[config.mk]
export PLATFORM = sky130hd
export DESIGN_NAME = encoder_angle_zero_tracker
export DESIGN_NICKNAME = d
export VERILOG_FILES = /design/src/rtl/core/eazt_pkg.sv /design/src/rtl/core/encoder_angle_zero_tracker.sv
export SDC_FILE = /design/constraint.sdc
export NUM_CORES = 1
export LEC_CHECK = 0
export BUFFER_PORTS_ARGS = -buffer_cell sky130_fd_sc_hd__buf_2
export CAP_MARGIN = 20
export CELL_PAD_IN_SITES_DETAIL_PLACEMENT = 0
export CELL_PAD_IN_SITES_GLOBAL_PLACEMENT = 1
export CORE_ASPECT_RATIO = 1.75
export CORE_UTILIZATION = 48
export CTS_CLUSTER_SIZE = 14
export DETAILED_ROUTE_END_ITERATION = 16
export GPL_TIMING_DRIVEN = 0
export MAX_ROUTING_LAYER = met4
export PLACE_DENSITY = 0.82
export SYNTH_ARGS = -nofsm -noshare
export SYNTH_HDL_FRONTEND = slang
export SYNTH_SLANG_ARGS = --single-unit
[constraint.sdc]
create_clock -name clk -period 9.45 [get_ports clk]
set_clock_uncertainty 0.15 [all_clocks]
set_input_delay 0.4725 -clock clk [delete_from_list [all_inputs] [get_ports clk]]
set_output_delay 0.4725 -clock clk [all_outputs]
set_load 0.02 [all_outputs]
[src/rtl/core/eazt_pkg.sv]
// Shared types, widths and constants for the encoder angle zero tracker.
// Used by the tracker top level and its port checker; depends on nothing.
`default_nettype none

package eazt_pkg;

  localparam int ANGLE_BITS = 12;
  localparam int FRAC_BITS  = 13;
  localparam int CNT_W      = 8;
  localparam int ANG_W      = 16;
  localparam int STATUS_W   = 2;
  localparam int MODE_W     = 2;
  localparam int CFG_IDX_W  = 1;
  localparam int CFG_DATA_W = CNT_W;

  localparam int SUM_W      = ANGLE_BITS + CNT_W + 1;
  localparam int SHR_W      = SUM_W - 1;
  localparam int DIV_STEPS  = SHR_W;
  localparam int STEP_W     = $clog2(DIV_STEPS);
  localparam int DIFF_W     = ANGLE_BITS + 2;
  localparam int NDIV_W     = CNT_W + 1;

  localparam int CONST_W    = 35;
  localparam int PROD_W     = CONST_W + ANGLE_BITS;
  localparam int RAD_SHIFT  = 32 + ANGLE_BITS - FRAC_BITS;
  localparam logic [PROD_W-1:0] TWO_PI_Q32 = PROD_W'(35'd26986075409);
  localparam logic [PROD_W-1:0] ROUND_SEED = PROD_W'(1) << (RAD_SHIFT - 1 - ANGLE_BITS);

  localparam logic signed [DIFF_W-1:0] FULL_TURN = DIFF_W'(1) << ANGLE_BITS;
  localparam logic signed [DIFF_W-1:0] HALF_TURN = DIFF_W'(1) << (ANGLE_BITS - 1);

  localparam logic [CNT_W-1:0] SAMPLE_COUNT_RESET = CNT_W'(16);

  localparam int S_DATA_W   = ((ANGLE_BITS + 7) / 8) * 8;
  localparam int S_USER_W   = MODE_W + 1;
  localparam int FAULT_BIT  = MODE_W;

  localparam int OUT_RAW_LSB = 0;
  localparam int OUT_ABS_LSB = OUT_RAW_LSB + ANGLE_BITS;
  localparam int OUT_OFF_LSB = OUT_ABS_LSB + ANG_W;
  localparam int ZVALID_BIT  = OUT_OFF_LSB + ANG_W;
  localparam int ZPOINT_LSB  = ZVALID_BIT + 1;
  localparam int DONE_BIT    = ZPOINT_LSB + ANGLE_BITS;
  localparam int OUT_USED_W  = DONE_BIT + 1;
  localparam int M_DATA_W    = ((OUT_USED_W + 7) / 8) * 8;

  localparam logic [MODE_W-1:0] MODE_MEASURE = 2'd0;
  localparam logic [MODE_W-1:0] MODE_REF     = 2'd1;
  localparam logic [MODE_W-1:0] MODE_SAMPLE  = 2'd2;

  localparam logic [STATUS_W-1:0] STATUS_OK     = 2'd0;
  localparam logic [STATUS_W-1:0] STATUS_FAULT  = 2'd1;
  localparam logic [STATUS_W-1:0] STATUS_REJECT = 2'd2;

  localparam logic [CFG_IDX_W-1:0] CFG_SAMPLE_COUNT = 1'b0;
  localparam logic [CFG_IDX_W-1:0] CFG_DIRECTION    = 1'b1;

  typedef enum logic [2:0] {
    ST_IDLE,
    ST_EVAL,
    ST_DIV,
    ST_ABS,
    ST_OFF,
    ST_DONE
  } state_t;

  function automatic logic signed [DIFF_W-1:0] wrapped_diff(
    input logic [ANGLE_BITS-1:0] cur,
    input logic [ANGLE_BITS-1:0] base
  );
    logic signed [DIFF_W-1:0] d;
    d = $signed({2'b00, cur}) - $signed({2'b00, base});
    if (d > HALF_TURN) begin
      d = d - FULL_TURN;
    end else if (d < -HALF_TURN) begin
      d = d + FULL_TURN;
    end
    return d;
  endfunction

endpackage

`default_nettype wire

[src/rtl/core/encoder_angle_zero_tracker.sv]
// Encoder angle zero tracker: top level with sequencer and one shared adder.
// Depends on eazt_pkg.
//
// Usage:
//   Input items arrive on s_axis (tdata: raw_angle; tuser: mode, sensor_fault).
//   Each item gives exactly one result on m_axis (tdata: angles and zero point;
//   tuser: status). Registers are written through cfg_we/cfg_index/cfg_data;
//   the user must write them only while the block is idle; the block does not enforce it.
//   Sequencer path from the accepted item to m_axis_tvalid rising:
//     reference, fault, stray or rejected item: EVAL, DONE;
//     measure item: EVAL, ABS, then OFF once a zero point exists, DONE;
//     completing calibration sample: EVAL, DIV, ABS, OFF, DONE.
//   One shared adder does the shift-add multiply into radians and the
//   restoring divide for the calibration mean.
//   s_axis_tready is high only while the sequencer is idle; one item is in
//   work at a time. A finished result sits in the output register, and the
//   next item is taken while it waits; a later result holds in the sequencer
//   until the output register is free.
//   Reset clears all tracked state, drops any pending result and restores
//   sample_count to 16 and direction_negative to 0.
`default_nettype none

module encoder_angle_zero_tracker (
  input  wire                               clk,
  input  wire                               rst,
  input  wire                               s_axis_tvalid,
  output logic                              s_axis_tready,
  // raw_angle
  input  wire  [eazt_pkg::S_DATA_W-1:0]     s_axis_tdata,
  // mode, sensor_fault
  input  wire  [eazt_pkg::S_USER_W-1:0]     s_axis_tuser,
  output logic                              m_axis_tvalid,
  input  wire                               m_axis_tready,
  // raw_out, absolute_angle, offset_angle, zero_valid, zero_point, calibration_done
  output logic [eazt_pkg::M_DATA_W-1:0]     m_axis_tdata,
  // status
  output logic [eazt_pkg::STATUS_W-1:0]     m_axis_tuser,
  input  wire                               cfg_we,
  input  wire  [eazt_pkg::CFG_IDX_W-1:0]    cfg_index,
  input  wire  [eazt_pkg::CFG_DATA_W-1:0]   cfg_data
);
  import eazt_pkg::*;

  state_t state, state_next;

  logic [CNT_W-1:0]        sample_count;
  logic                    direction_negative;

  logic [ANGLE_BITS-1:0]   last_raw;
  logic [ANG_W-1:0]        held_absolute;
  logic [ANG_W-1:0]        held_offset;
  logic [ANGLE_BITS-1:0]   zero_raw;
  logic                    zero_defined;
  logic [ANGLE_BITS-1:0]   cal_reference;
  logic signed [SUM_W-1:0] cal_sum;
  logic [CNT_W-1:0]        cal_taken;
  logic                    cal_active;

  logic [MODE_W-1:0]       mode_r;
  logic [ANGLE_BITS-1:0]   raw_r;
  logic                    fault_r;
  logic [STATUS_W-1:0]     status_r;
  logic                    done_r;

  logic [PROD_W-1:0]       acc;
  logic [SHR_W-1:0]        shreg;
  logic [STEP_W-1:0]       step;
  logic [NDIV_W-1:0]       div_n;
  logic                    div_neg;
  logic                    off_neg;

  logic [ANGLE_BITS-1:0]   out_raw;
  logic [ANG_W-1:0]        out_abs;
  logic [ANG_W-1:0]        out_off;
  logic                    out_zvalid;
  logic [ANGLE_BITS-1:0]   out_zpoint;
  logic                    out_done;
  logic [STATUS_W-1:0]     out_status;

  logic                    in_accept;
  logic                    out_free;
  logic                    last_mul;
  logic                    last_div;

  logic [CNT_W-1:0]        taken_inc;
  logic signed [DIFF_W-1:0] eval_diff;
  logic signed [SUM_W-1:0] sum_upd;
  logic [SUM_W-1:0]        sum_neg_val;
  logic [SHR_W-1:0]        sum_mag;
  logic                    go_abs;
  logic                    go_div;

  logic [CNT_W:0]          rem_sh;
  logic [PROD_W-1:0]       add_a;
  logic [PROD_W-1:0]       add_b;
  logic [PROD_W-1:0]       add_sum;
  logic                    qbit;
  logic [SHR_W-1:0]        quot;
  logic [ANGLE_BITS-1:0]   mean_w;
  logic [ANG_W-1:0]        rad_val;

  logic signed [DIFF_W-1:0] off_d;
  logic [DIFF_W-1:0]       off_d_neg;
  logic [ANGLE_BITS-1:0]   off_mag;

  assign in_accept = s_axis_tvalid && s_axis_tready;
  assign out_free  = !m_axis_tvalid || m_axis_tready;
  assign last_mul  = (step == STEP_W'(ANGLE_BITS - 1));
  assign last_div  = (step == STEP_W'(DIV_STEPS - 1));

  // Decision for the captured item
  always_comb begin
    taken_inc   = cal_taken + CNT_W'(1);
    eval_diff   = wrapped_diff(raw_r, cal_reference);
    sum_upd     = cal_sum + SUM_W'(eval_diff);
    sum_neg_val = -sum_upd;
    sum_mag     = sum_upd[SUM_W-1] ? sum_neg_val[SHR_W-1:0] : sum_upd[SHR_W-1:0];
    go_abs      = (mode_r == MODE_MEASURE) && !fault_r;
    go_div      = (mode_r == MODE_SAMPLE) && cal_active && !fault_r &&
                  (sample_count != '0) &&
                  ((taken_inc >= sample_count) || (taken_inc == '0));
  end

  // Shared adder: shift-add multiply or restoring subtract
  always_comb begin
    rem_sh = {acc[CNT_W-1:0], shreg[SHR_W-1]};
    case (state)
      ST_DIV: begin
        add_a = PROD_W'(rem_sh);
        add_b = -PROD_W'(div_n);
      end
      default: begin
        add_a = {acc[PROD_W-2:0], 1'b0};
        add_b = shreg[SHR_W-1] ? TWO_PI_Q32 : '0;
      end
    endcase
    add_sum = add_a + add_b;
    qbit    = !add_sum[PROD_W-1];
    quot    = {shreg[SHR_W-2:0], qbit};
    mean_w  = div_neg ? -quot[ANGLE_BITS-1:0] : quot[ANGLE_BITS-1:0];
    rad_val = add_sum[RAD_SHIFT +: ANG_W];
  end

  always_comb begin
    off_d     = wrapped_diff(raw_r, zero_raw);
    off_d_neg = -off_d;
    off_mag   = off_d[DIFF_W-1] ? off_d_neg[ANGLE_BITS-1:0] : off_d[ANGLE_BITS-1:0];
  end

  always_comb begin
    state_next = state;
    case (state)
      ST_IDLE: begin
        if (s_axis_tvalid) state_next = ST_EVAL;
      end
      ST_EVAL: begin
        if (go_abs) state_next = ST_ABS;
        else if (go_div) state_next = ST_DIV;
        else state_next = ST_DONE;
      end
      ST_DIV: begin
        if (last_div) state_next = ST_ABS;
      end
      ST_ABS: begin
        if (last_mul) state_next = zero_defined ? ST_OFF : ST_DONE;
      end
      ST_OFF: begin
        if (last_mul) state_next = ST_DONE;
      end
      ST_DONE: begin
        if (out_free) state_next = ST_IDLE;
      end
      default: state_next = ST_IDLE;
    endcase
  end

  always_comb begin
    case (state)
      ST_IDLE: s_axis_tready = 1'b1;
      default: s_axis_tready = 1'b0;
    endcase
  end

  always_ff @(posedge clk) begin
    if (rst) begin
      state <= ST_IDLE;
    end else begin
      state <= state_next;
    end
  end

  always_ff @(posedge clk) begin
    if (rst) begin
      sample_count       <= SAMPLE_COUNT_RESET;
      direction_negative <= 1'b0;
    end else if (cfg_we) begin
      case (cfg_index)
        CFG_SAMPLE_COUNT: sample_count       <= cfg_data;
        CFG_DIRECTION:    direction_negative <= cfg_data[0];
        default: ;
      endcase
    end
  end

  // Tracked state and sequencer datapath
  always_ff @(posedge clk) begin
    if (rst) begin
      last_raw      <= '0;
      held_absolute <= '0;
      held_offset   <= '0;
      zero_raw      <= '0;
      zero_defined  <= 1'b0;
      cal_reference <= '0;
      cal_sum       <= '0;
      cal_taken     <= '0;
      cal_active    <= 1'b0;
    end else begin
      case (state)
        ST_EVAL: begin
          case (mode_r)
            MODE_MEASURE: begin
              last_raw <= raw_r;
            end
            MODE_REF: begin
              if (sample_count == '0) begin
                cal_active <= 1'b0;
              end else if (!fault_r) begin
                cal_reference <= raw_r;
                cal_sum       <= '0;
                cal_taken     <= '0;
                cal_active    <= 1'b1;
              end else begin
                cal_active <= 1'b0;
              end
            end
            MODE_SAMPLE: begin
              if (cal_active) begin
                if (fault_r) begin
                  cal_active <= 1'b0;
                end else begin
                  cal_sum   <= sum_upd;
                  cal_taken <= taken_inc;
                  if ((sample_count == '0) || go_div) cal_active <= 1'b0;
                end
              end
            end
            default: ;
          endcase
        end
        ST_DIV: begin
          if (last_div) begin
            zero_raw     <= cal_reference + mean_w;
            zero_defined <= 1'b1;
            last_raw     <= raw_r;
          end
        end
        ST_ABS: begin
          if (last_mul) held_absolute <= rad_val;
        end
        ST_OFF: begin
          if (last_mul) held_offset <= off_neg ? -rad_val : rad_val;
        end
        default: ;
      endcase
    end
  end

  // Item capture, status and the shared unit's working registers
  always_ff @(posedge clk) begin
    if (in_accept) begin
      mode_r   <= s_axis_tuser[MODE_W-1:0];
      raw_r    <= s_axis_tdata[ANGLE_BITS-1:0];
      fault_r  <= s_axis_tuser[FAULT_BIT];
      status_r <= STATUS_OK;
      done_r   <= 1'b0;
    end
    case (state)
      ST_EVAL: begin
        step <= '0;
        case (mode_r)
          MODE_MEASURE: begin
            if (fault_r) status_r <= STATUS_FAULT;
            shreg <= {raw_r, (SHR_W - ANGLE_BITS)'(0)};
            acc   <= ROUND_SEED;
          end
          MODE_REF: begin
            if (sample_count == '0) status_r <= STATUS_REJECT;
            else if (fault_r) status_r <= STATUS_FAULT;
          end
          MODE_SAMPLE: begin
            if (!cal_active) status_r <= STATUS_REJECT;
            else if (fault_r) status_r <= STATUS_FAULT;
            else if (sample_count == '0) status_r <= STATUS_REJECT;
            shreg   <= sum_mag;
            acc     <= '0;
            div_n   <= {taken_inc == '0, taken_inc};
            div_neg <= sum_upd[SUM_W-1];
            if (go_div) done_r <= 1'b1;
          end
          default: status_r <= STATUS_REJECT;
        endcase
      end
      ST_DIV: begin
        if (last_div) begin
          step  <= '0;
          shreg <= {raw_r, (SHR_W - ANGLE_BITS)'(0)};
          acc   <= ROUND_SEED;
        end else begin
          step  <= step + STEP_W'(1);
          shreg <= quot;
          acc   <= qbit ? add_sum : PROD_W'(rem_sh);
        end
      end
      ST_ABS: begin
        if (last_mul) begin
          step    <= '0;
          shreg   <= {off_mag, (SHR_W - ANGLE_BITS)'(0)};
          acc     <= ROUND_SEED;
          off_neg <= off_d[DIFF_W-1] ^ direction_negative;
        end else begin
          step  <= step + STEP_W'(1);
          shreg <= {shreg[SHR_W-2:0], 1'b0};
          acc   <= add_sum;
        end
      end
      ST_OFF: begin
        step  <= step + STEP_W'(1);
        shreg <= {shreg[SHR_W-2:0], 1'b0};
        acc   <= add_sum;
      end
      default: ;
    endcase
  end

  // Output register
  always_ff @(posedge clk) begin
    if (rst) begin
      m_axis_tvalid <= 1'b0;
    end else if (state == ST_DONE && out_free) begin
      m_axis_tvalid <= 1'b1;
    end else if (m_axis_tready) begin
      m_axis_tvalid <= 1'b0;
    end
  end

  always_ff @(posedge clk) begin
    if (state == ST_DONE && out_free) begin
      out_status <= status_r;
      out_raw    <= last_raw;
      out_abs    <= held_absolute;
      out_off    <= held_offset;
      out_zvalid <= zero_defined;
      out_zpoint <= zero_raw;
      out_done   <= done_r;
    end
  end

  assign m_axis_tuser = out_status;
  assign m_axis_tdata = {(M_DATA_W - OUT_USED_W)'(0), out_done, out_zpoint, out_zvalid,
                         out_off, out_abs, out_raw};

endmodule

`default_nettype wire

==> impl_results.rst, run 1 <==
.. list-table::
   :header-rows: 1

   * - Metric
     - Value
   * - Number of maximum-capacitance violations
     - 0
   * - Count of final setup violators
     - 0
   * - End point of the critical path
     - zero_raw[11]$_SDFFE_PP0P_
   * - Net count reported at finish
     - 2,203
   * - Filler Cells Inserted
     - 3,325
   * - Status
     - finished clean
   * - Post-synthesis cell area
     - 17,310 µm²
   * - Crit share post-route
     - 90.30%
   * - Hold buffers post-CTS
     - 20
   * - Register-to-register path setup slack
     - 0.92 ns
   * - Cell at the root of the clock tree
     - sky130_fd_sc_hd__clkbuf_16
   * - Maximum number of pins on one net before global-route repair
     - 47
   * - Slowest stage cell, crit path
     - sky130_fd_sc_hd__nor2_1
   * - Arrival time at the worst endpoint
     - 8.84 ns
   * - Worst path required time
     - 9.76 ns
   * - Pwr dens
     - 214.8 nW/µm²
   * - CTS tree
     - built
   * - Count of different cell masters after synthesis
     - 89
   * - Total global routing overflow
     - 0
   * - CTS buffer count
     - 26
   * - Crit. End Element
     - flip-flop
   * - Share of layout cells above drive strength 1
     - 8.628%
   * - Setup repair after global routing missed its margin
     - no
   * - Clock transition time at the flip-flop clock pins of the worst setup and hold paths
     - 0.07 ns
   * - Global-route wire length before repair
     - 80.16 mm
   * - Yosys synthesis warning count
     - 0
   * - DR pass1 iterations
     - 5
   * - Clock period minus worst slack
     - 8.533 ns
   * - Effective utilization at floorplan
     - 48.89%
   * - Count of port buffers added during placement
     - 89
   * - Post-synthesis area per instance
     - 9.131 µm²
   * - Startpoint of the lowest-slack register-to-register path
     - state[0]$_SDFFE_PP0P_
   * - Routed WL per cell
     - 20.63 µm
   * - Maximum clock path buffer count
     - 3
   * - Slew at the pin with the worst max-slew slack
     - 1.124 ns
   * - Estimated wirelength of the detail-placed design
     - 40.95 mm
   * - Final sum of negative setup slack
     - 0 ns
   * - Cells resized by post-CTS repair
     - 0
   * - CTS Sinks
     - 272
   * - Core Rows
     - 91
   * - Peak supply drop
     - 0.0001450 V
   * - Number of nets still failing antenna checks after routing
     - 0
   * - Total global routing track utilization
     - 29.09%
   * - Highest net fanout along the worst path
     - 10
   * - Cell Count, Final, Fillers Out
     - 2,529
   * - Post-synthesis to final-layout area growth
     - 12.32%
   * - Sequential element share of the synthesized area
     - 40.53%
   * - Leading register cell type out of synthesis
     - sky130_fd_sc_hd__edfxtp_1
   * - Reported leakage power
     - 0.007558 µW
   * - Number of I/O pins
     - 101
   * - Library cell with the highest instance count after synthesis
     - sky130_fd_sc_hd__nor2_1
   * - Clk_lat worst skew
     - 0.57 ns
   * - Area share of the largest cell type after synthesis
     - 27.23%
   * - Flip-flop and latch count after synthesis
     - 272
   * - Class of the worst hold path
     - input pin to flip-flop
   * - Worst-case reg-to-reg path depth
     - 31
   * - Vias after detailed routing
     - 14,795
   * - Most used standard cells in the synthesized netlist
     - sky130_fd_sc_hd__nor2_1 (199), sky130_fd_sc_hd__nand2_1 (183), sky130_fd_sc_hd__edfxtp_1 (157), sky130_fd_sc_hd__a21oi_1 (155), sky130_fd_sc_hd__ha_1 (122)
   * - Relative slew margins
     - 25.09%
   * - Number of synthesized flops with an enable pin
     - 157
   * - Initial DRC Count
     - 717
   * - Floorplan die width
     - 145.6 µm
   * - Placeable core area
     - 35,410 µm²
   * - Area enclosed by the die boundary
     - 36,860 µm²
   * - Endpoint of the lowest-slack register-to-register path
     - zero_raw[11]$_SDFFE_PP0P_
   * - Total placed cells including tap cells
     - 2,459
   * - Kind of start point of the critical path
     - flip-flop
   * - Cell type with the largest total area after synthesis
     - sky130_fd_sc_hd__edfxtp_1
   * - Total Routed Length
     - 52.18 mm
   * - Source of the critical timing path
     - state[0]$_SDFFE_PP0P_
   * - Final slew viol count
     - 0
   * - DRC viols
     - 0
   * - Post-synthesis cell count
     - 1,896
   * - Number of global-route vias before repair
     - 14,784
   * - Main area contributors after synthesis
     - sky130_fd_sc_hd__edfxtp_1 (27%), sky130_fd_sc_hd__dfxtp_1 (13%), sky130_fd_sc_hd__ha_1 (8.8%)
   * - Final Hold Viols
     - 0
   * - Proportion of synthesized flip-flops having asynchronous set or reset
     - 0%
   * - Number of post-CTS setup repair buffers
     - 0
   * - Maximum clock frequency
     - 117.2 MHz
   * - CP max stage delay
     - 0.80 ns
   * - Clock H-tree levels
     - 1
   * - Critical Setup Path Class
     - flip-flop to flip-flop
   * - Via density
     - 5.850
   * - Chip Height
     - 253.2 µm
   * - Initial antenna violation count
     - 0
   * - RePlAce Congestion
     - 0.9330
power breakdown:
part | internal, µW | switching, µW | leakage [µW]
logic | 579 | 1050 | 0.00474
registers | 1420 | 81.0 | 0.00244
clock network | 571 | 475 | 0.000381
total | 2570 | 1600 | 0.00756
cells by family after synthesis:
group,synth area share [%]
simple gates,18.04
other cells,0.02166
xor+xnor,7.235
buf+inv,3.939
compound gates,19.15
mux,1.684
flops,40.53
fa+ha+maj,9.396
registers in the layout (all words and copies together), names as in the netlist, 3 cells and up:
name,count
last_raw,12
out_off,16
state,3
held_absolute,16
out_zpoint,12
out_abs,16
div_n,9
step,5
cal_sum,21
cal_taken,8
sample_count,8
out_raw,12
zero_raw,12
held_offset,16
shreg,20
acc,46
cal_reference,12
raw_r,12
cells in the final DEF, fill, tap and decap left out, types with 20 or more instances in the layout:
master / instances
sky130_fd_sc_hd__o21ai_0: 95
sky130_fd_sc_hd__nor2_1: 199
sky130_fd_sc_hd__dfxtp_1: 115
sky130_fd_sc_hd__clkbuf_16: 26
sky130_fd_sc_hd__nand4_1: 20
sky130_fd_sc_hd__nor3_1: 30
sky130_fd_sc_hd__nand2_1: 183
sky130_fd_sc_hd__clkbuf_1: 81
sky130_fd_sc_hd__nor2b_1: 21
sky130_fd_sc_hd__ha_1: 122
sky130_fd_sc_hd__a21oi_1: 155
sky130_fd_sc_hd__a21o_1: 43
sky130_fd_sc_hd__a22oi_1: 26
sky130_fd_sc_hd__xor2_1: 52
sky130_fd_sc_hd__a211oi_1: 24
sky130_fd_sc_hd__buf_2: 95
sky130_fd_sc_hd__edfxtp_1: 157
sky130_fd_sc_hd__and2_1: 50
sky130_fd_sc_hd__inv_1: 82
sky130_fd_sc_hd__mux2i_1: 28
sky130_fd_sc_hd__nand3_1: 41
sky130_fd_sc_hd__dlygate4sd3_1: 20
sky130_fd_sc_hd__xnor2_1: 91
metal layers:
| metal | GRT usage (%) | share of wire, % | up-vias |
|---|---|---|---|
| met5 | - | 0 | - |
| met4 | 19.22 | 7.1 | 0 |
| met3 | 2.685 | 3.3 | 155 |
| met2 | 55.15 | 54 | 394 |
| met1 | 27.90 | 35 | 7067 |
| li1 | - | - | 7179 |
critical path, delay by kind of cell, from the launching register on:
kind,cells,cell delay (ns)
compound gates,12,2.72
flops,1,0.33
xor+xnor,2,0.60
fa+ha+maj,3,0.91
buf+inv,6,1.41
simple gates,8,2.27
final cells by class:
type                    instances  area [µm²]  share of cell area, %
repair buffers                114       705.7                  3.629
plain buffers                  87       374.1                  1.924
well taps                     465       581.8                  2.992
multi-input cells            1460        9634                  49.55
diodes                          1       2.502                0.01287
flip-flops and latches        272        7017                  36.09
inverters                      82       307.8                  1.583
clock inverters                10       125.1                 0.6435
clock buffers                  38       695.7                  3.578
worst min path at each step:
stage                                        startpoint                           end  cells past startpoint  slack, ns
final                                       cfg_data[6]  sample_count[6]$_SDFFE_PP0P_                      3       0.02
after global routing                        cfg_data[6]  sample_count[6]$_SDFFE_PP0P_                      3       0.02
after CTS                                   cfg_data[7]  sample_count[7]$_SDFFE_PP0P_                      3      0.008
after detailed placement      zero_raw[11]$_SDFFE_PP0P_      out_zpoint[11]$_DFFE_PP_                      0       0.27
after global placement    held_absolute[3]$_SDFFE_PP0P_          out_abs[3]$_DFFE_PP_                      0       0.26
after floorplan                last_raw[0]$_SDFFE_PP0P_          out_raw[0]$_DFFE_PP_                      0       0.26
per-stage QoR:
step / area (µm²) / power, µW / utilization [%] / hold WS, ns / setup WS [ns]
floorplan: 17330 / 2663 / - / 0.2580 / 2.899
global placement: 18360 / 3105 / 51.84 / 0.2630 / 0.6521
CTS: 19440 / 4178 / 54.89 / 0.008032 / 0.9109
global route: 19440 / 4397 / 54.90 / 0.02039 / 0.3828
finish: 19440 / 4177 / 54.91 / 0.02368 / 0.9166
detailed placement: 18420 / 3125 / 52.01 / 0.2666 / 0.9379
Note: power is estimated with default switching activity, not from simulation.
==> inputs of run 2 (changes only) <==
- CORE_ASPECT_RATIO: 1.75 -> 0.6
==> run 2 against run 1 <==
Final area is 0.44% higher. The run now ends with design-rule violations left. Largest cell class unchanged. Hold slack hardly changed. Largest power group unchanged. Non-clock buffer count is 1 higher. Via count is 2.1% higher. Total power is 3.2% higher. Sequential share of layout area is 0.16 points lower. Worst setup slack worse by 0.26 ns. Combinational power is 3% higher.
==> impl_results.rst, run 2 (synthesis results as in run 1) <==
.. list-table::
   :header-rows: 1

   * - Metric
     - Value
   * - Critical Setup Path Class
     - flip-flop to flip-flop
   * - DRC viols
     - 5
   * - Violated checks
     - design-rule violations
   * - Routed WL per cell
     - 21.43 µm
   * - Largest registers
     - acc x46, cal_sum x21, shreg x20
   * - Clk_lat worst skew
     - 0.59 ns
   * - Register ranked first by flip-flop count
     - acc
   * - Reported leakage power
     - 0.007630 µW
   * - RePlAce Congestion
     - 0.9680
   * - Endpoint of the lowest-slack register-to-register path
     - zero_raw[11]$_SDFFE_PP0P_
   * - Final Hold Viols
     - 0
   * - Crit share post-route
     - 93.04%
   * - Relative slew margins
     - 28.82%
   * - Global-route wire length before repair
     - 82.28 mm
   * - Count of port buffers added during placement
     - 89
   * - Initial antenna violation count
     - 1
   * - Total global routing overflow
     - 0
   * - Pwr dens
     - 220.7 nW/µm²
   * - Status
     - finished, violations left
   * - Register-to-register path setup slack
     - 0.66 ns
   * - Maximum number of pins on one net before global-route repair
     - 61
   * - Maximum clock frequency
     - 113.7 MHz
   * - Kind of cell with the highest combined delay on the critical path
     - compound AO/OA/AOI/OAI gates
   * - Final slew viol count
     - 0
   * - Initial DRC Count
     - 1,578
   * - Number of I/O pins
     - 101
   * - Cell at the root of the clock tree
     - sky130_fd_sc_hd__clkbuf_16
   * - Area enclosed by the die boundary
     - 36,850 µm²
   * - Total Routed Length
     - 54.31 mm
   * - Total placed cells including tap cells
     - 2,461
   * - Overall power of the completed layout
     - 4310 µW
   * - Floorplan die width
     - 247.2 µm
   * - Clock period minus worst slack
     - 8.792 ns
   * - Placeable core area
     - 35,280 µm²
   * - Highest net fanout along the worst path
     - 10
   * - Slew at the pin with the worst max-slew slack
     - 1.061 ns
   * - Peak supply drop
     - 0.0001422 V
   * - Leading cell types in the layout, fill and taps excluded
     - sky130_fd_sc_hd__nor2_1 (199), sky130_fd_sc_hd__nand2_1 (183), sky130_fd_sc_hd__edfxtp_1 (157)
   * - Crit. End Element
     - flip-flop
   * - Setup repair after global routing missed its margin
     - no
   * - Count of final setup violators
     - 0
   * - Worst-case reg-to-reg path depth
     - 31
   * - Maximum clock path buffer count
     - 3
   * - Clock transition time at the flip-flop clock pins of the worst setup and hold paths
     - 0.07 ns
   * - Cell Count, Final, Fillers Out
     - 2,534
   * - Worst path required time
     - 9.77 ns
   * - Setup slack after placement
     - 0.9337 ns
   * - Core Rows
     - 53
   * - DR pass1 iterations
     - 12
   * - Class of the worst hold path
     - input pin to flip-flop
   * - Slowest stage cell, crit path
     - sky130_fd_sc_hd__xnor2_1
   * - Net count reported at finish
     - 2,206
   * - Clock H-tree levels
     - 1
   * - Number of maximum-capacitance violations
     - 0
   * - Startpoint of the lowest-slack register-to-register path
     - state[1]$_SDFFE_PP0P_
   * - Effective utilization at floorplan
     - 49.07%
   * - Hold_ws
     - 0.02364 ns
   * - Post-synthesis to final-layout area growth
     - 12.81%
   * - Number of nets still failing antenna checks after routing
     - 0
   * - CTS buffer count
     - 28
   * - Cells resized by post-CTS repair
     - 0
   * - Total global routing track utilization
     - 30.23%
   * - Arrival time at the worst endpoint
     - 9.11 ns
   * - Crit path buf inv count
     - 4
   * - End point of the critical path
     - zero_raw[11]$_SDFFE_PP0P_
   * - Kind of start point of the critical path
     - flip-flop
   * - Number of post-CTS setup repair buffers
     - 0
   * - Flip-flop count of the largest register, all copies and words added
     - 46
   * - Estimated wirelength of the detail-placed design
     - 41.31 mm
   * - Most common library cell in the layout ignoring fill and taps
     - sky130_fd_sc_hd__nor2_1
   * - Via density
     - 5.961
   * - Final sum of negative setup slack
     - 0 ns
   * - Number of global-route vias before repair
     - 13,771
   * - Crit. path cell count
     - 31
   * - CTS Sinks
     - 272
   * - Antenna Cells
     - 0
   * - Share of layout cells above drive strength 1
     - 9.095%
   * - CP max stage delay
     - 0.75 ns
   * - PnR worst setup slack
     - 0.6580 ns
   * - Vias after detailed routing
     - 15,104
   * - CTS tree
     - built
   * - Source of the critical timing path
     - state[1]$_SDFFE_PP0P_
   * - Chip Height
     - 149.1 µm
run 2: worst min-delay path by stage:
stage	start	end	slack [ns]	depth (start not counted)
2_1_floorplan	last_raw[0]$_SDFFE_PP0P_	out_raw[0]$_DFFE_PP_	0.26	0
3_3_place_gp	held_absolute[11]$_SDFFE_PP0P_	out_abs[11]$_DFFE_PP_	0.26	0
3_5_place_dp	held_offset[7]$_SDFFE_PP0P_	out_off[7]$_DFFE_PP_	0.27	0
4_1_cts	cfg_data[0]	sample_count[0]$_SDFFE_PP0P_	0.005	3
5_1_grt	cfg_data[6]	sample_count[6]$_SDFFE_PP0P_	0.02	3
6_report	cfg_data[0]	sample_count[0]$_SDFFE_PP0P_	0.02	3
run 2: metal layers:
layer	routed length [µm]	GRT usage, %	up-vias
met4	690	4.110	0
met5	0	-	-
met1	28200	48.92	7198
li1	-	-	7188
met2	19460	36.85	664
met3	5962	7.681	54
run 2: what timing repair did:
action,CTS,global route
setup endpoints to repair,0,0
hold buffers,19,0
endpoints found under the hold margin,19,0
run 2: where the power goes:
| part | switching (µW) | internal [µW] |
|---|---|---|
| clock network | 497 | 621 |
| registers | 91.3 | 1420 |
| logic | 1090 | 584 |
run 2: area by class of cell:
| class | count | area [µm²] |
|---|---|---|
| tap | 467 | 584.3 |
| multi-input combinational | 1460 | 9638 |
| buffer | 87 | 374.1 |
| inverter | 82 | 307.8 |
| clock buffer | 38 | 799.5 |
| timing repair buffer | 115 | 703.2 |
| fill | 3244 | 15750 |
| sequential | 272 | 7017 |
| clock inverter | 13 | 105.1 |
run 2: worst min-delay path, delay by kind of cell:
kind | cells | cell delay, ns
AND/OR/NAND/NOR | 1 | 0.05
AO/OA/AOI/OAI | 1 | 0.05
buffers and inverters | 1 | 0.11
run 2: metrics by stage:
step	instance area, µm²	utilization, %
floorplan	17330	-
global placement	18360	52.04
detailed placement	18420	52.21
CTS	19510	55.31
global route	19530	55.36
finish	19530	55.36
==> inputs of run 3 (changes only) <==
- REMOVE_ABC_BUFFERS: not set -> 1
==> run 3 against run 2 <==
The run still ends with design-rule violations left. Final cell count is 2.9% lower. Register-to-register slack worse by 0.06 ns. Final area is 0.51% lower. Critical path depth is 2 lower. Worst setup slack worse by 0.060 ns. Non-clock buffer count is 75 lower. Sequential share of layout area is 0.18 points higher. Clock power hardly changed. First-iteration DRC count is 12% lower. Flip-flop and latch count stayed put. Utilization is 0.28 points lower. Critical path type unchanged. Critical endpoint unchanged. Highest routed layer unchanged.
==> impl_results.rst, run 3 (synthesis results as in run 1) <==
.. list-table::
   :header-rows: 1

   * - Metric
     - Value
   * - Vias after detailed routing
     - 14,622
   * - Number of global-route vias before repair
     - 12,880
   * - Slew at the pin with the worst max-slew slack
     - 1.120 ns
   * - Final slew viol count
     - 0
   * - Routed WL per cell
     - 20.42 µm
   * - Crit. End Element
     - flip-flop
   * - Reported leakage power
     - 0.007586 µW
   * - Clock period minus worst slack
     - 8.852 ns
   * - Switching Share
     - 39.19%
   * - Leading cell types in the layout, fill and taps excluded
     - sky130_fd_sc_hd__nor2_1 (197), sky130_fd_sc_hd__nand2_1 (182), sky130_fd_sc_hd__edfxtp_1 (157)
   * - Total global routing overflow
     - 0
   * - Floorplan die width
     - 247.2 µm
   * - Clock H-tree levels
     - 1
   * - Number of post-CTS setup repair buffers
     - 0
   * - DR pass1 iterations
     - 11
   * - Final sum of negative setup slack
     - 0 ns
   * - CTS Sinks
     - 272
   * - Area of the multi-input gates
     - 9658 µm²
   * - Antenna Cells
     - 0
   * - Combinational share of power
     - 38.6%
   * - Relative slew margins
     - 24.29%
   * - CP max stage delay
     - 0.72 ns
   * - Register ranked first by flip-flop count
     - acc
   * - Crit path buf inv count
     - 2
   * - Area enclosed by the die boundary
     - 36,850 µm²
   * - Final Instance Area
     - 19,430 µm²
   * - Post-route core utilization
     - 55.08%
   * - Standard cell area after detailed placement
     - 18,240 µm²
   * - CTS buffer count
     - 28
   * - Share of layout cells above drive strength 1
     - 9.584%
   * - Status
     - finished, violations left
   * - Filler Cells Inserted
     - 3,181
   * - Cell Count, Final, Fillers Out
     - 2,460
   * - Core Rows
     - 53
   * - Proportion of power drawn by flip-flops and latches
     - 35.0%
   * - DRC viols
     - 6
   * - Worst path required time
     - 9.78 ns
   * - Clk_lat worst skew
     - 0.60 ns
   * - Arrival time at the worst endpoint
     - 9.18 ns
   * - Net switching component of the power
     - 1691 µW
   * - Peak supply drop
     - 0.0001888 V
   * - Kind of start point of the critical path
     - flip-flop
   * - Hold_ws
     - 0.03773 ns
   * - Violated checks
     - design-rule violations
   * - Count of port buffers added during placement
     - 90
   * - Effective utilization at floorplan
     - 49.07%
   * - Clock transition time at the flip-flop clock pins of the worst setup and hold paths
     - 0.07 ns
   * - Cell mode on critical path
     - sky130_fd_sc_hd__a21oi_1
   * - Maximum clock path buffer count
     - 3
   * - Maximum clock frequency
     - 113.0 MHz
   * - Number of nets still failing antenna checks after routing
     - 0
   * - Chip Height
     - 149.1 µm
   * - Estimated wirelength of the detail-placed design
     - 36.95 mm
   * - Via density
     - 5.944
   * - Largest registers
     - acc x46, cal_sum x21, shreg x20
   * - Critical Setup Path Class
     - flip-flop to flip-flop
   * - Total placed cells including tap cells
     - 2,384
   * - Internal
     - 2625 µW
   * - Net count reported at finish
     - 2,131
   * - Flip-flop count of the largest register, all copies and words added
     - 46
   * - Sequential standard cell area
     - 7017 µm²
   * - Total global routing track utilization
     - 27.70%
   * - Post-synthesis to final-layout area growth
     - 12.24%
   * - Number of maximum-capacitance violations
     - 0
   * - CTS tree
     - built
   * - Clock network fraction of design power
     - 26.4%
   * - Global-route wire length before repair
     - 76.07 mm
   * - Count of final setup violators
     - 0
   * - Number of I/O pins
     - 101
   * - Total Routed Length
     - 50.23 mm
   * - Initial antenna violation count
     - 1
   * - Setup repair after global routing missed its margin
     - no
   * - RePlAce Congestion
     - 0.9761
   * - Highest net fanout along the worst path
     - 31
   * - Crit share post-route
     - 93.67%
   * - Pwr dens
     - 222.1 nW/µm²
   * - Maximum number of pins on one net before global-route repair
     - 61
   * - Cell at the root of the clock tree
     - sky130_fd_sc_hd__clkbuf_16
   * - Slowest stage cell, crit path
     - sky130_fd_sc_hd__o41ai_2
   * - Most common library cell in the layout ignoring fill and taps
     - sky130_fd_sc_hd__nor2_1
   * - Register-to-register path setup slack
     - 0.60 ns
   * - Final Hold Viols
     - 0
   * - Kind of cell with the highest combined delay on the critical path
     - compound AO/OA/AOI/OAI gates
   * - Placeable core area
     - 35,280 µm²
   * - Initial DRC Count
     - 1,385
   * - Class of the worst hold path
     - input pin to flip-flop
## run 3: changes by cell type in the layout (fill, tap and decap cells not counted), sizes merged
| cell | before | now |
|---|---|---|
| clkbuf | 109 | 38 |
| buf | 112 | 104 |
| dlygate4sd3 | 19 | 22 |
| clkinv | 11 | 8 |
| inv | 83 | 85 |
| clkinvlp | 0 | 3 |
## run 3: area by class of cell
| type | instances | share of cell area [%] |
|---|---|---|
| multi-input cells | 1460 | 49.71 |
| flip-flops and latches | 272 | 36.11 |
| repair buffers | 127 | 4.791 |
| clock buffers | 37 | 4.038 |
| well taps | 467 | 3.007 |
| inverters | 82 | 1.584 |
| clock inverters | 15 | 0.7599 |
## run 3: power by group through the flow
stage	registers [µW]	clock network, µW	logic (µW)
after floorplan	1520	0	1110
after global placement	1540	0	1560
after detailed placement	1530	0	1590
after CTS	1510	1160	1620
after global routing	1530	1200	1790
final	1510	1140	1660
## run 3: worst reg2reg max path, delay by kind of cell, from the launching register on
family / cells / cell delay (ns)
simple gates: 9 / 2.51
buf+inv: 2 / 0.54
flops: 1 / 0.56
compound gates: 13 / 3.52
xor+xnor: 2 / 0.49
fa+ha+maj: 3 / 0.97
## run 3: worst paths after layout
path / cells past startpoint / to / startpoint
hold reg to reg: 0 / out_abs[9]$_DFFE_PP_ / held_absolute[9]$_SDFFE_PP0P_
setup / recovery: 29 / zero_raw[11]$_SDFFE_PP0P_ / state[1]$_SDFFE_PP0P_
setup reg to reg: 29 / zero_raw[11]$_SDFFE_PP0P_ / state[1]$_SDFFE_PP0P_
hold / removal: 3 / sample_count[5]$_SDFFE_PP0P_ / cfg_data[5]
## run 3: metal layers
layer / part of all wire (%) / vias to the layer above / global-route usage, %
met5: 0 / - / -
met4: 1.5 / 0 / 4.601
met3: 11 / 48 / 6.908
met2: 35 / 553 / 32.61
met1: 53 / 6992 / 45.54
li1: - / 7029 / -
## run 3: through the flow
stage | total power, µW | setup slack (ns)
2_1_floorplan | 2634 | 2.454
3_3_place_gp | 3099 | -0.7657
3_5_place_dp | 3127 | 0.7252
4_1_cts | 4280 | 0.6640
5_1_grt | 4518 | 0.1033
6_report | 4316 | 0.5980
## run 3: what timing repair did
action                                  4_1_cts  5_1_grt
endpoints found under the hold margin        23        0
resized for setup                             0        1
hold buffers                                 22        0
endpoints found under the setup margin        0        2
